### src/sv/lbp3d_pkg.sv
// Shared constants, types and field widths of the 3D-LBP window encoder.
// Used by every module of the block; depends on nothing else.
package lbp3d_pkg;

	localparam int MAX_WIDTH   = 2048;
	localparam int MAX_HEIGHT  = 4096;
	localparam int PIX_W       = 8;
	localparam int ADDR_W      = $clog2(MAX_WIDTH);
	localparam int ROW_W       = $clog2(MAX_HEIGHT);
	localparam int COL_W       = ADDR_W;
	localparam int WIDTH_W     = 12;
	localparam int CODE_W      = 8;
	localparam int MAG_W       = 3;
	localparam int OUT_DATA_W  = 56;

	localparam logic [WIDTH_W-1:0] WIDTH_RESET = WIDTH_W'(640);
	localparam logic [WIDTH_W-1:0] WIDTH_MIN   = WIDTH_W'(3);
	localparam logic [WIDTH_W-1:0] WIDTH_MAX   = WIDTH_W'(MAX_WIDTH);
	localparam logic [ROW_W-1:0]   ROW_LAST    = ROW_W'(MAX_HEIGHT - 1);
	localparam logic [MAG_W-1:0]   MAG_SAT     = MAG_W'(7);

	typedef logic [PIX_W-1:0] pix_t;

	// Position and emit flag of one pixel as it moves down the pipeline.
	typedef struct packed {
		logic             emit;
		logic [ROW_W-1:0] row;
		logic [COL_W-1:0] col;
	} meta_t;

	typedef struct packed {
		logic [COL_W-1:0]  center_col;
		logic [ROW_W-1:0]  center_row;
		logic [CODE_W-1:0] mag_low_code;
		logic [CODE_W-1:0] mag_mid_code;
		logic [CODE_W-1:0] mag_high_code;
		logic [CODE_W-1:0] sign_code;
	} result_t;

endpackage

### src/sv/lbp3d_window.sv
// 3x3 window, code computation and the output register with its handshake.
// Depends on lbp3d_pkg.
module lbp3d_window (
	input  logic                    clk,
	input  logic                    arst_n,
	input  logic                    shift_valid,
	output logic                    shift_ready,
	input  lbp3d_pkg::pix_t         col_top,
	input  lbp3d_pkg::pix_t         col_mid,
	input  lbp3d_pkg::pix_t         col_bot,
	input  lbp3d_pkg::meta_t        meta_in,
	output logic                    out_valid,
	input  logic                    out_ready,
	output lbp3d_pkg::result_t      out_result
);

	// Clockwise ring from the top-left; the first neighbour is the MSB.
	localparam logic [1:0] RING_R [8] = '{2'd0, 2'd0, 2'd0, 2'd1, 2'd2, 2'd2, 2'd2, 2'd1};
	localparam logic [1:0] RING_C [8] = '{2'd0, 2'd1, 2'd2, 2'd2, 2'd2, 2'd1, 2'd0, 2'd0};

	lbp3d_pkg::pix_t    window_q [3][3];
	lbp3d_pkg::meta_t   meta_s2;
	logic               valid_s2;
	logic               out_valid_q;
	lbp3d_pkg::result_t result_q;
	lbp3d_pkg::result_t result_d;
	logic               out_en;
	logic               s2_free;

	assign out_en      = !out_valid_q || out_ready;
	assign s2_free     = !valid_s2 || !meta_s2.emit || out_en;
	assign shift_ready = s2_free;

	always_comb begin
		lbp3d_pkg::pix_t          nb;
		lbp3d_pkg::pix_t          ce;
		lbp3d_pkg::pix_t          diff;
		logic [lbp3d_pkg::MAG_W-1:0] mag;
		ce       = window_q[1][1];
		result_d = '0;
		for (int i = 0; i < 8; i++) begin
			nb   = window_q[RING_R[i]][RING_C[i]];
			diff = (nb > ce) ? nb - ce : ce - nb;
			mag  = (|diff[lbp3d_pkg::PIX_W-1:lbp3d_pkg::MAG_W]) ? lbp3d_pkg::MAG_SAT
				: diff[lbp3d_pkg::MAG_W-1:0];
			result_d.sign_code[7-i]     = nb > ce;
			result_d.mag_high_code[7-i] = mag[2];
			result_d.mag_mid_code[7-i]  = mag[1];
			result_d.mag_low_code[7-i]  = mag[0];
		end
		result_d.center_row = meta_s2.row;
		result_d.center_col = meta_s2.col;
	end

	always_ff @(posedge clk or negedge arst_n) begin
		if (!arst_n) begin
			for (int r = 0; r < 3; r++) begin
				for (int c = 0; c < 3; c++) begin
					window_q[r][c] <= '0;
				end
			end
			valid_s2    <= 1'b0;
			meta_s2     <= '0;
			out_valid_q <= 1'b0;
		end else begin
			if (shift_valid && s2_free) begin
				for (int r = 0; r < 3; r++) begin
					window_q[r][0] <= window_q[r][1];
					window_q[r][1] <= window_q[r][2];
				end
				window_q[0][2] <= col_top;
				window_q[1][2] <= col_mid;
				window_q[2][2] <= col_bot;
				valid_s2       <= 1'b1;
				meta_s2        <= meta_in;
			end else if (s2_free) begin
				valid_s2 <= 1'b0;
			end
			if (out_en) begin
				out_valid_q <= valid_s2 && meta_s2.emit;
			end
		end
	end

	always_ff @(posedge clk) begin
		if (out_en && valid_s2 && meta_s2.emit) begin
			result_q <= result_d;
		end
	end

	assign out_valid  = out_valid_q;
	assign out_result = result_q;

endmodule

### config.mk
export PLATFORM = sky130hd
export DESIGN_NAME = lbp3d_window
export DESIGN_NICKNAME = d
export VERILOG_FILES = /design/src/sv/lbp3d_pkg.sv /design/src/sv/lbp3d_window.sv
export SDC_FILE = /design/constraint.sdc
export NUM_CORES = 1
export LEC_CHECK = 0
export BUFFER_PORTS_ARGS = -buffer_cell sky130_fd_sc_hd__buf_2
export CORE_UTILIZATION = 45
export DETAILED_ROUTE_END_ITERATION = 10
export GPL_TIMING_DRIVEN = 0
export PLACE_DENSITY_LB_ADDON = 0.25
export SKIP_LAST_GASP = 1
export SLEW_MARGIN = 25
export SYNTH_ARGS = -nofsm -noshare
export SYNTH_HDL_FRONTEND = slang
export SYNTH_SLANG_ARGS = --single-unit
### constraint.sdc
create_clock -name clk -period 3.85 [get_ports clk]
set_input_delay 0.77 -clock clk [delete_from_list [all_inputs] [get_ports clk]]
set_output_delay 0.77 -clock clk [all_outputs]
set_load 0.03 [all_outputs]
==> After elaboration in Yosys (flattened, before gate mapping) <==
Index checks and enable logic that the tools add are counted.
{ "classes": {"eq_ne": 0, "n_lt_le_gt_ge": 8, "n_shift": 0, "n_div": 0, "mul": 0, "n_bitwise": 0, "n_addsub": 16, "muxes": 10, "reduce_logical": 19} }
{ "op_table": {"columns": ["operator", "n"], "rows": [
  ["$sub A8 B8 Y8", 16],
  ["$gt A8 B8 Y1", 8],
  ["$mux W8", 8],
  ["$reduce_or A5 Y1", 8],
  ["$logic_and A1 B1 Y1", 4],
  ["$logic_not A1 Y1", 3],
  ["$logic_or A1 B1 Y1", 3],
  ["$mux W1", 2],
  ["$reduce_bool A2 Y1", 1]
]} }
{ "totals": {"mem_bits_rw": 0, "latchBits": 0, "input_bits": 52, "regBits": 153, "mem_bits_ro": 0, "memories": 0} }

==> Logic depth before layout (Yosys ltp) <==
Gate-level depths: netlist of run 1.
{ "logic_depth": {"word_depth": 5, "mapped_depth": 12} }

==> Least setup slack after synthesis of run 1 <==
Ideal clock, no wire load.
{ "synth_timing": {"kind": "input to register", "from": "input out_ready", "to": "register result_q, in the netlist out_result[0] (enable)", "stages": 2, "n_path_buf": 0, "setup_time_ns": 0.468, "arrival_ns": 3.138, "required_time_ns": 3.382, "slack_ns": 0.244, "path_cell_list": "nor2b_1 nor2_1"} }
{ "synth_between": {"elab_chain_cells": 3} }
{ "synth_lines": {"columns": ["item", "line", "source"], "rows": [
  ["start: declaration", "lbp3d_window.sv:13", "input logic out_ready,"],
  ["$logic_or A1 B1 Y1", "lbp3d_window.sv:30", "assign out_en = !out_valid_q || out_ready;"],
  ["$logic_and A1 B1 Y1 (2 in a row)", "lbp3d_window.sv:86", "if (out_en && valid_s2 && meta_s2.emit) begin"],
  ["end signal: assignment", "lbp3d_window.sv:87", "result_q <= result_d;"],
  ["end: declaration", "lbp3d_window.sv:25", "lbp3d_pkg::result_t result_q;"]
]} }
No other way between the ends.
A chain may end at the register's enable or synchronous reset.

==> results of run 1 <==
-- state kept, by name, summed over array words and instances, names as in the netlist --
register    flops
window_q       72
out_result     55
meta_s2        24
out_valid       1
valid_s2        1
-- cell usage after synthesis (all sizes together) (6+ instances only) --
| master | n | area (um^2) |
|---|---|---|
| o21bai | 9 | 67.6 |
| dfrtp | 98 | 2450 |
| o21ai | 98 | 494 |
| o22ai | 10 | 68.8 |
| nand4 | 17 | 106 |
| o2111ai | 6 | 52.6 |
| a31oi | 11 | 68.8 |
| inv | 98 | 368 |
| buf | 6 | 43.8 |
| and3 | 8 | 55.1 |
| nand3 | 20 | 100 |
| nor3 | 12 | 60.1 |
| ha | 120 | 1500 |
| nand3b | 6 | 45.0 |
| nor2 | 30 | 113 |
| nand2 | 83 | 312 |
| mux2 | 54 | 608 |
| xor2 | 14 | 123 |
| a21o | 22 | 166 |
| a211oi | 18 | 135 |
| fa | 16 | 320 |
| mux2i | 12 | 120 |
| nand2b | 11 | 68.8 |
| edfxtp | 55 | 1650 |
| nor2b | 12 | 75.1 |
| clkbuf | 36 | 146 |
| xnor2 | 25 | 219 |
| o211ai | 7 | 52.6 |
| a21oi | 76 | 380 |
-- how the worst max path moves through the flow --
stage | startpoint | to | slack [ps] | depth (start not counted)
after floorplan | out_ready | out_result[0] | 240 | 2
after global placement | out_ready | out_result[1] | -1210 | 3
after detailed placement | window_q[34] | out_result[22] | -360 | 10
after CTS | window_q[35] | out_result[22] | 4 | 11
after global routing | window_q[36] | out_result[16] | -20 | 11
final | window_q[36] | out_result[16] | 120 | 11
-- metrics by stage --
stage / power, mW / setup slack, ps / utilization / TNS, ps
5_1_grt: 7.47 / -16.1 / 0.539 / -16.1
3_5_place_dp: 5.23 / -360 / 0.508 / -1690
3_3_place_gp: 5.16 / -1210 / 0.503 / -78720
4_1_cts: 6.96 / 3.92 / 0.536 / 0
2_1_floorplan: 4.48 / 244 / - / 0
6_report: 6.99 / 122 / 0.539 / 0
-- cells by family (layout without fill, tap and decap cells) --
family	Yosys count	after routing	synth area share
flip-flops	153	153	0.389
XOR/XNOR	39	39	0.0324
adder cells (fa/ha/maj)	136	136	0.173
multiplexers	66	66	0.0690
AND/OR/NAND/NOR	217	217	0.102
buffers and inverters	140	293	0.0529
AO/OA/AOI/OAI	303	303	0.182
-- metal layers --
metal | part of all wire | vias up | track usage
met4 | 0.015 | 2 | 0.0589
met3 | 0.047 | 28 | 0.0432
met5 | 0.00039 | - | 0
met2 | 0.46 | 188 | 0.365
li1 | - | 4092 | -
met1 | 0.47 | 4001 | 0.296
-- worst reg2reg max path, cell delays in order (launching register included) --
cell	delay [ps]
dfrtp_1	710
clkinvlp_4	190
buf_4	210
ha_1	410
a21o_1	250
a221oi_2	330
o21ai_2	120
o21a_1	120
buf_6	140
or4_4	550
a221oi_4	290
o2111ai_1	150
-- where the power goes --
part	internal [mW]	switching (mW)
clock	0.875	0.810
combinational	1.30	1.87
sequential	1.93	0.204
total	4.10	2.88
-- cell type report --
cell class	instances	area, um^2
inverters	98	383
well taps	313	392
clock buffers	17	425
clock inverters	15	166
flip-flops and latches	153	4110
multi-input cells	761	5920
plain buffers	42	190
fillers	2109	10500
repair buffers	121	729
-- timing repair --
item / in CTS / in global routing
setup buffers: 5 / 4
pin swaps: 0 / 0
setup endpoints to repair: 12 / 15
gates resized for setup: 6 / 8
==> flow_metrics.py, run 1 <==
metrics = {
    "detailed_routing": {
        "drtPass1Iterations": 5,
        "wl_per_cell_um": 16.9,
        "antenna_left": 0,
        "post-route-drc-count": 0,
        "routed_via_density": 5.47,
        "vias": 8311,
        "drt_iter0_markers": 397,
        "wl_um": 25600,
    },
    "critical_path": {
        "r2r-end": "out_result[16]",
        "reg2reg_setup_slack_ps": 120,
        "cp_num_buf_inv": 3,
        "critical_path_class": "flop to flop",
        "cp-start-kind": "flop",
        "cp_data_arrival_time_ps": 3880,
        "worstPathMaxFanout": 10,
        "worstPathRequired_ps": 4000,
        "path_cells": "clkinvlp_4 -> buf_4 -> ha_1 -> a21o_1 -> a221oi_2 -> o21ai_2 -> o21a_1 -> buf_6 -> or4_4 -> a221oi_4 -> o2111ai_1",
        "regToRegStartpoint": "window_q[36]",
        "cp-end-kind": "flop",
        "slowest_stage": "dfrtp_1",
        "critPathTopFamily": "compound AO/OA/AOI/OAI gates",
        "slowest_delay_ps": 710,
        "rr_worst_depth": 11,
    },
    "clock_tree": {
        "cts_tree": "yes",
        "h-tree-depth": 4,
        "worstSkewPairLatency_ps": 430,
        "clockRootBuffer": "clkbuf_16",
        "clkTransAtPathRegs_ps": 70,
        "cts.sinks": 153,
        "clockBufferDepth": 2,
        "cts-hold-fix-buffers": 0,
        "cts_buffers": 17,
    },
    "outcome": {
        "status": "finished, final reports clean",
    },
    "place": {
        "numPortBuffers": 108,
        "place_area_mm2": 0.0116,
        "dp_hpwl_um": 18300,
        "gp_congestion": 0.885,
        "placedCellCount": 1479,
    },
    "die": {
        "start_util": 0.462,
        "num_rows": 55,
        "dieArea_mm2": 0.0241,
        "core_area_mm2": 0.0228,
        "die_x_um": 155,
        "die_h_um": 155,
        "pin_count": 109,
    },
    "timing": {
        "period_minus_slack_ps": 3730,
        "holdWs_ps": 205,
        "slew_viol_final": 0,
        "max_freq_ghz": 0.268,
        "finalCritPeriodShare": 0.968,
        "skew_ps": 12.3,
        "timing.final.hold_violations": 0,
        "setup_violations": 0,
        "relSlewSlack": 0.454,
        "tightest_slew_ps": 814,
    },
    "final_layout": {
        "area_growth_pct": 16.8,
        "final_nets": 1382,
        "layout_commonest_cell": "ha_1",
        "fin_area_mm2": 0.0123,
        "drive_gt1_frac": 0.201,
        "layout_common_cells": "ha_1, buf_2, o21ai_0",
        "stdcell_count": 1520,
        "n_antenna_cell": 0,
    },
    "synth": {
        "ys_warn_count": 0,
        "ys_seq_elements": 153,
        "synthArstFlopShare": 0.641,
        "synth_area_mm2": 0.0105,
        "synth_edf_count": 55,
        "synth.distinct_cells": 69,
        "avgSynthCellArea_um2": 10.0,
        "synth_nets": 1242,
        "seq_area_frac_synth": 0.389,
        "synthFlopType": "dfrtp_1",
        "synth_cells": 1054,
    },
    "grt": {
        "grt_pass1_vias": 8108,
        "grt_max_degree": 74,
        "overflow": 0,
        "grt_use_total": 0.221,
        "grt_pass1_wl_um": 41400,
        "antenna_found_initial": 1,
    },
    "min_path": {
        "hp-class": "input pin to asynchronous set/reset pin",
    },
    "flow_run": {
        "cap_viol_max_count": 0,
    },
    "power": {
        "ir_drop_v": 0.000349,
        "powerDensity_mw_per_mm2": 567,
        "p_leak_nw": 5.37,
    },
}
(Power assumes the default switching activity.)
==> run 2, diff against run 1 <==
--- a/config.mk
+++ b/config.mk
@@ -6,7 +6,7 @@
 export NUM_CORES = 1
 export LEC_CHECK = 0
 export BUFFER_PORTS_ARGS = -buffer_cell sky130_fd_sc_hd__buf_2
-export CORE_UTILIZATION = 45
+export CORE_UTILIZATION = 55
 export DETAILED_ROUTE_END_ITERATION = 10
 export GPL_TIMING_DRIVEN = 0
 export PLACE_DENSITY_LB_ADDON = 0.25
==> run 2 against run 1 <==
Net effect: total power about the same; register-to-register slack better by 60 ps; clock power about the same; combinational power about the same; largest power group unchanged; design area down 0.55%; global-route usage up 4.3 points; largest cell class unchanged; non-clock buffer count up 6.
==> flow_metrics.py, run 2 (same netlist as run 1, synthesis figures left out) <==
metrics = {
    "outcome": {
        "status": "finished, final reports clean",
    },
    "detailed_routing": {
        "routed_via_density": 5.81,
        "vias": 8407,
        "antenna_left": 0,
        "drt_iter0_markers": 557,
        "wl_um": 25000,
        "drtPass1Iterations": 5,
        "wl_per_cell_um": 17.3,
        "post-route-drc-count": 0,
    },
    "place": {
        "numPortBuffers": 108,
        "gp_congestion": 0.930,
        "placedCellCount": 1400,
        "place_area_mm2": 0.0115,
        "dp_slack_ps": -391,
        "dp_hpwl_um": 18100,
    },
    "grt": {
        "grt_use_total": 0.264,
        "grt_pass1_wl_um": 40800,
        "overflow": 0,
        "grt_pass1_vias": 7907,
        "antenna_found_initial": 0,
        "grt_max_degree": 67,
    },
    "critical_path": {
        "rr_worst_depth": 11,
        "cp-end-kind": "flop",
        "path_cells": "inv_2 -> buf_12 -> fa_1 -> a21o_1 -> a221oi_2 -> o21ai_2 -> o21a_1 -> buf_6 -> or4_4 -> a221oi_4 -> o2111ai_1",
        "slowest_stage": "dfrtp_2",
        "worstPathMaxFanout": 16,
        "worstPathRequired_ps": 4000,
        "slowest_delay_ps": 610,
        "cp_data_arrival_time_ps": 3830,
        "cp-start-kind": "flop",
        "critical_path_class": "flop to flop",
    },
    "die": {
        "pin_count": 109,
        "num_rows": 50,
        "start_util": 0.562,
        "die_x_um": 140,
        "dieArea_mm2": 0.0197,
        "core_area_mm2": 0.0188,
        "die_h_um": 140,
    },
    "power": {
        "powerDensity_mw_per_mm2": 570,
        "internal_power_mw": 4.11,
        "p_leak_nw": 5.40,
        "comb_power_share": 0.454,
        "ir_drop_v": 0.000363,
        "switchingPower_mw": 2.87,
        "clkPwrFrac": 0.240,
        "sw_frac_of_total": 0.412,
        "power_frac_seq": 0.306,
        "design_power_total_mw": 6.99,
    },
    "clock_tree": {
        "clkTransAtPathRegs_ps": 80,
        "cts_tree": "yes",
        "cts_buffers": 17,
        "clockBufferDepth": 2,
        "clockRootBuffer": "clkbuf_16",
        "worstSkewPairLatency_ps": 440,
        "cts-hold-fix-buffers": 0,
        "cts.sinks": 153,
        "h-tree-depth": 4,
    },
    "timing": {
        "setup_violations": 0,
        "timing.final.hold_violations": 0,
        "relSlewSlack": 0.467,
        "period_minus_slack_ps": 3670,
        "finalWorstSetupSlack_ps": 179,
        "finalCritPeriodShare": 0.954,
        "slew_viol_final": 0,
        "tightest_slew_ps": 795,
        "rsz0062_at_grt": "false",
        "skew_ps": 19.1,
        "max_freq_ghz": 0.272,
    },
    "final_layout": {
        "fill_cells": 1526,
        "fin_area_mm2": 0.0123,
        "layout_commonest_cell": "ha_1",
        "n_antenna_cell": 0,
        "stdcell_count": 1447,
        "final_util": 0.653,
        "area_growth_pct": 16.1,
        "top_register": "window_q",
        "final_nets": 1388,
        "largest_reg_flops": 72,
        "drive_gt1_frac": 0.205,
        "layout_common_cells": "ha_1, buf_2, o21ai_0",
    },
    "min_path": {
        "hp-class": "input pin to asynchronous set/reset pin",
    },
    "flow_run": {
        "cap_viol_max_count": 0,
    },
}
[run 2: cell count changes in the layout (fill, tap and decap cells not counted), sizes merged]
cell,delta
clkinv,+2
inv,-1
clkinvlp,-1
buf,+6
[run 2: repair_timing]
action                                  4_1_cts  5_1_grt
gates resized for setup                       4        9
endpoints found under the setup margin        9       15
pin swaps                                     0        0
setup buffers                                 3       12
[run 2: final cells by class]
type / count / area (um^2) / area share
plain buffers: 42 / 190 / 0.0155
clock buffers: 17 / 425 / 0.0347
clock inverters: 15 / 173 / 0.0141
inverters: 98 / 383 / 0.0313
multi-input cells: 761 / 5920 / 0.483
flip-flops and latches: 153 / 4110 / 0.336
well taps: 234 / 293 / 0.0239
repair buffers: 127 / 754 / 0.0616
[run 2: critical path, delay by kind of cell (launching register included)]
kind,cells,cell delay [ps]
buffers and inverters,3,620
DFF,1,610
and+or+nand+nor,1,550
adders and majority gates,1,440
AOI/OAI and AO/OA,6,1160
[run 2: final timing paths]
kind                                       end          from  slack (ps)
min in group clk                out_result[42]   meta_s2[21]         440
worst max register to register  out_result[16]  window_q[33]         180
worst max-delay path            out_result[16]  window_q[33]         180
max in group asynchronous         window_q[59]        arst_n        2970
worst min register to register  out_result[42]   meta_s2[21]         440
worst min-delay path               window_q[7]        arst_n         220
[run 2: stage by stage]
stage	hold slack, ps	TNS [ps]
after floorplan	419	0
after global placement	424	-70960
after detailed placement	428	-1350
after CTS	223	0
after global routing	240	0
final	220	0
[run 2: routing by layer]
metal | global-route usage | vias to the layer above | wire (um)
li1 | - | 4089 | -
met1 | 0.363 | 4028 | 11500
met2 | 0.430 | 270 | 11800
met3 | 0.0465 | 20 | 1400
met4 | 0.0721 | 0 | 308
met5 | 0 | - | 0
[run 2: power groups by stage]
stage / Combinational (mW) / Clock (mW) / Sequential [mW]
floorplan: 2.29 / 0 / 2.19
global placement: 2.97 / 0 / 2.15
detailed placement: 3.06 / 0 / 2.16
CTS: 3.10 / 1.70 / 2.13
global route: 3.53 / 1.77 / 2.16
finish: 3.17 / 1.68 / 2.14
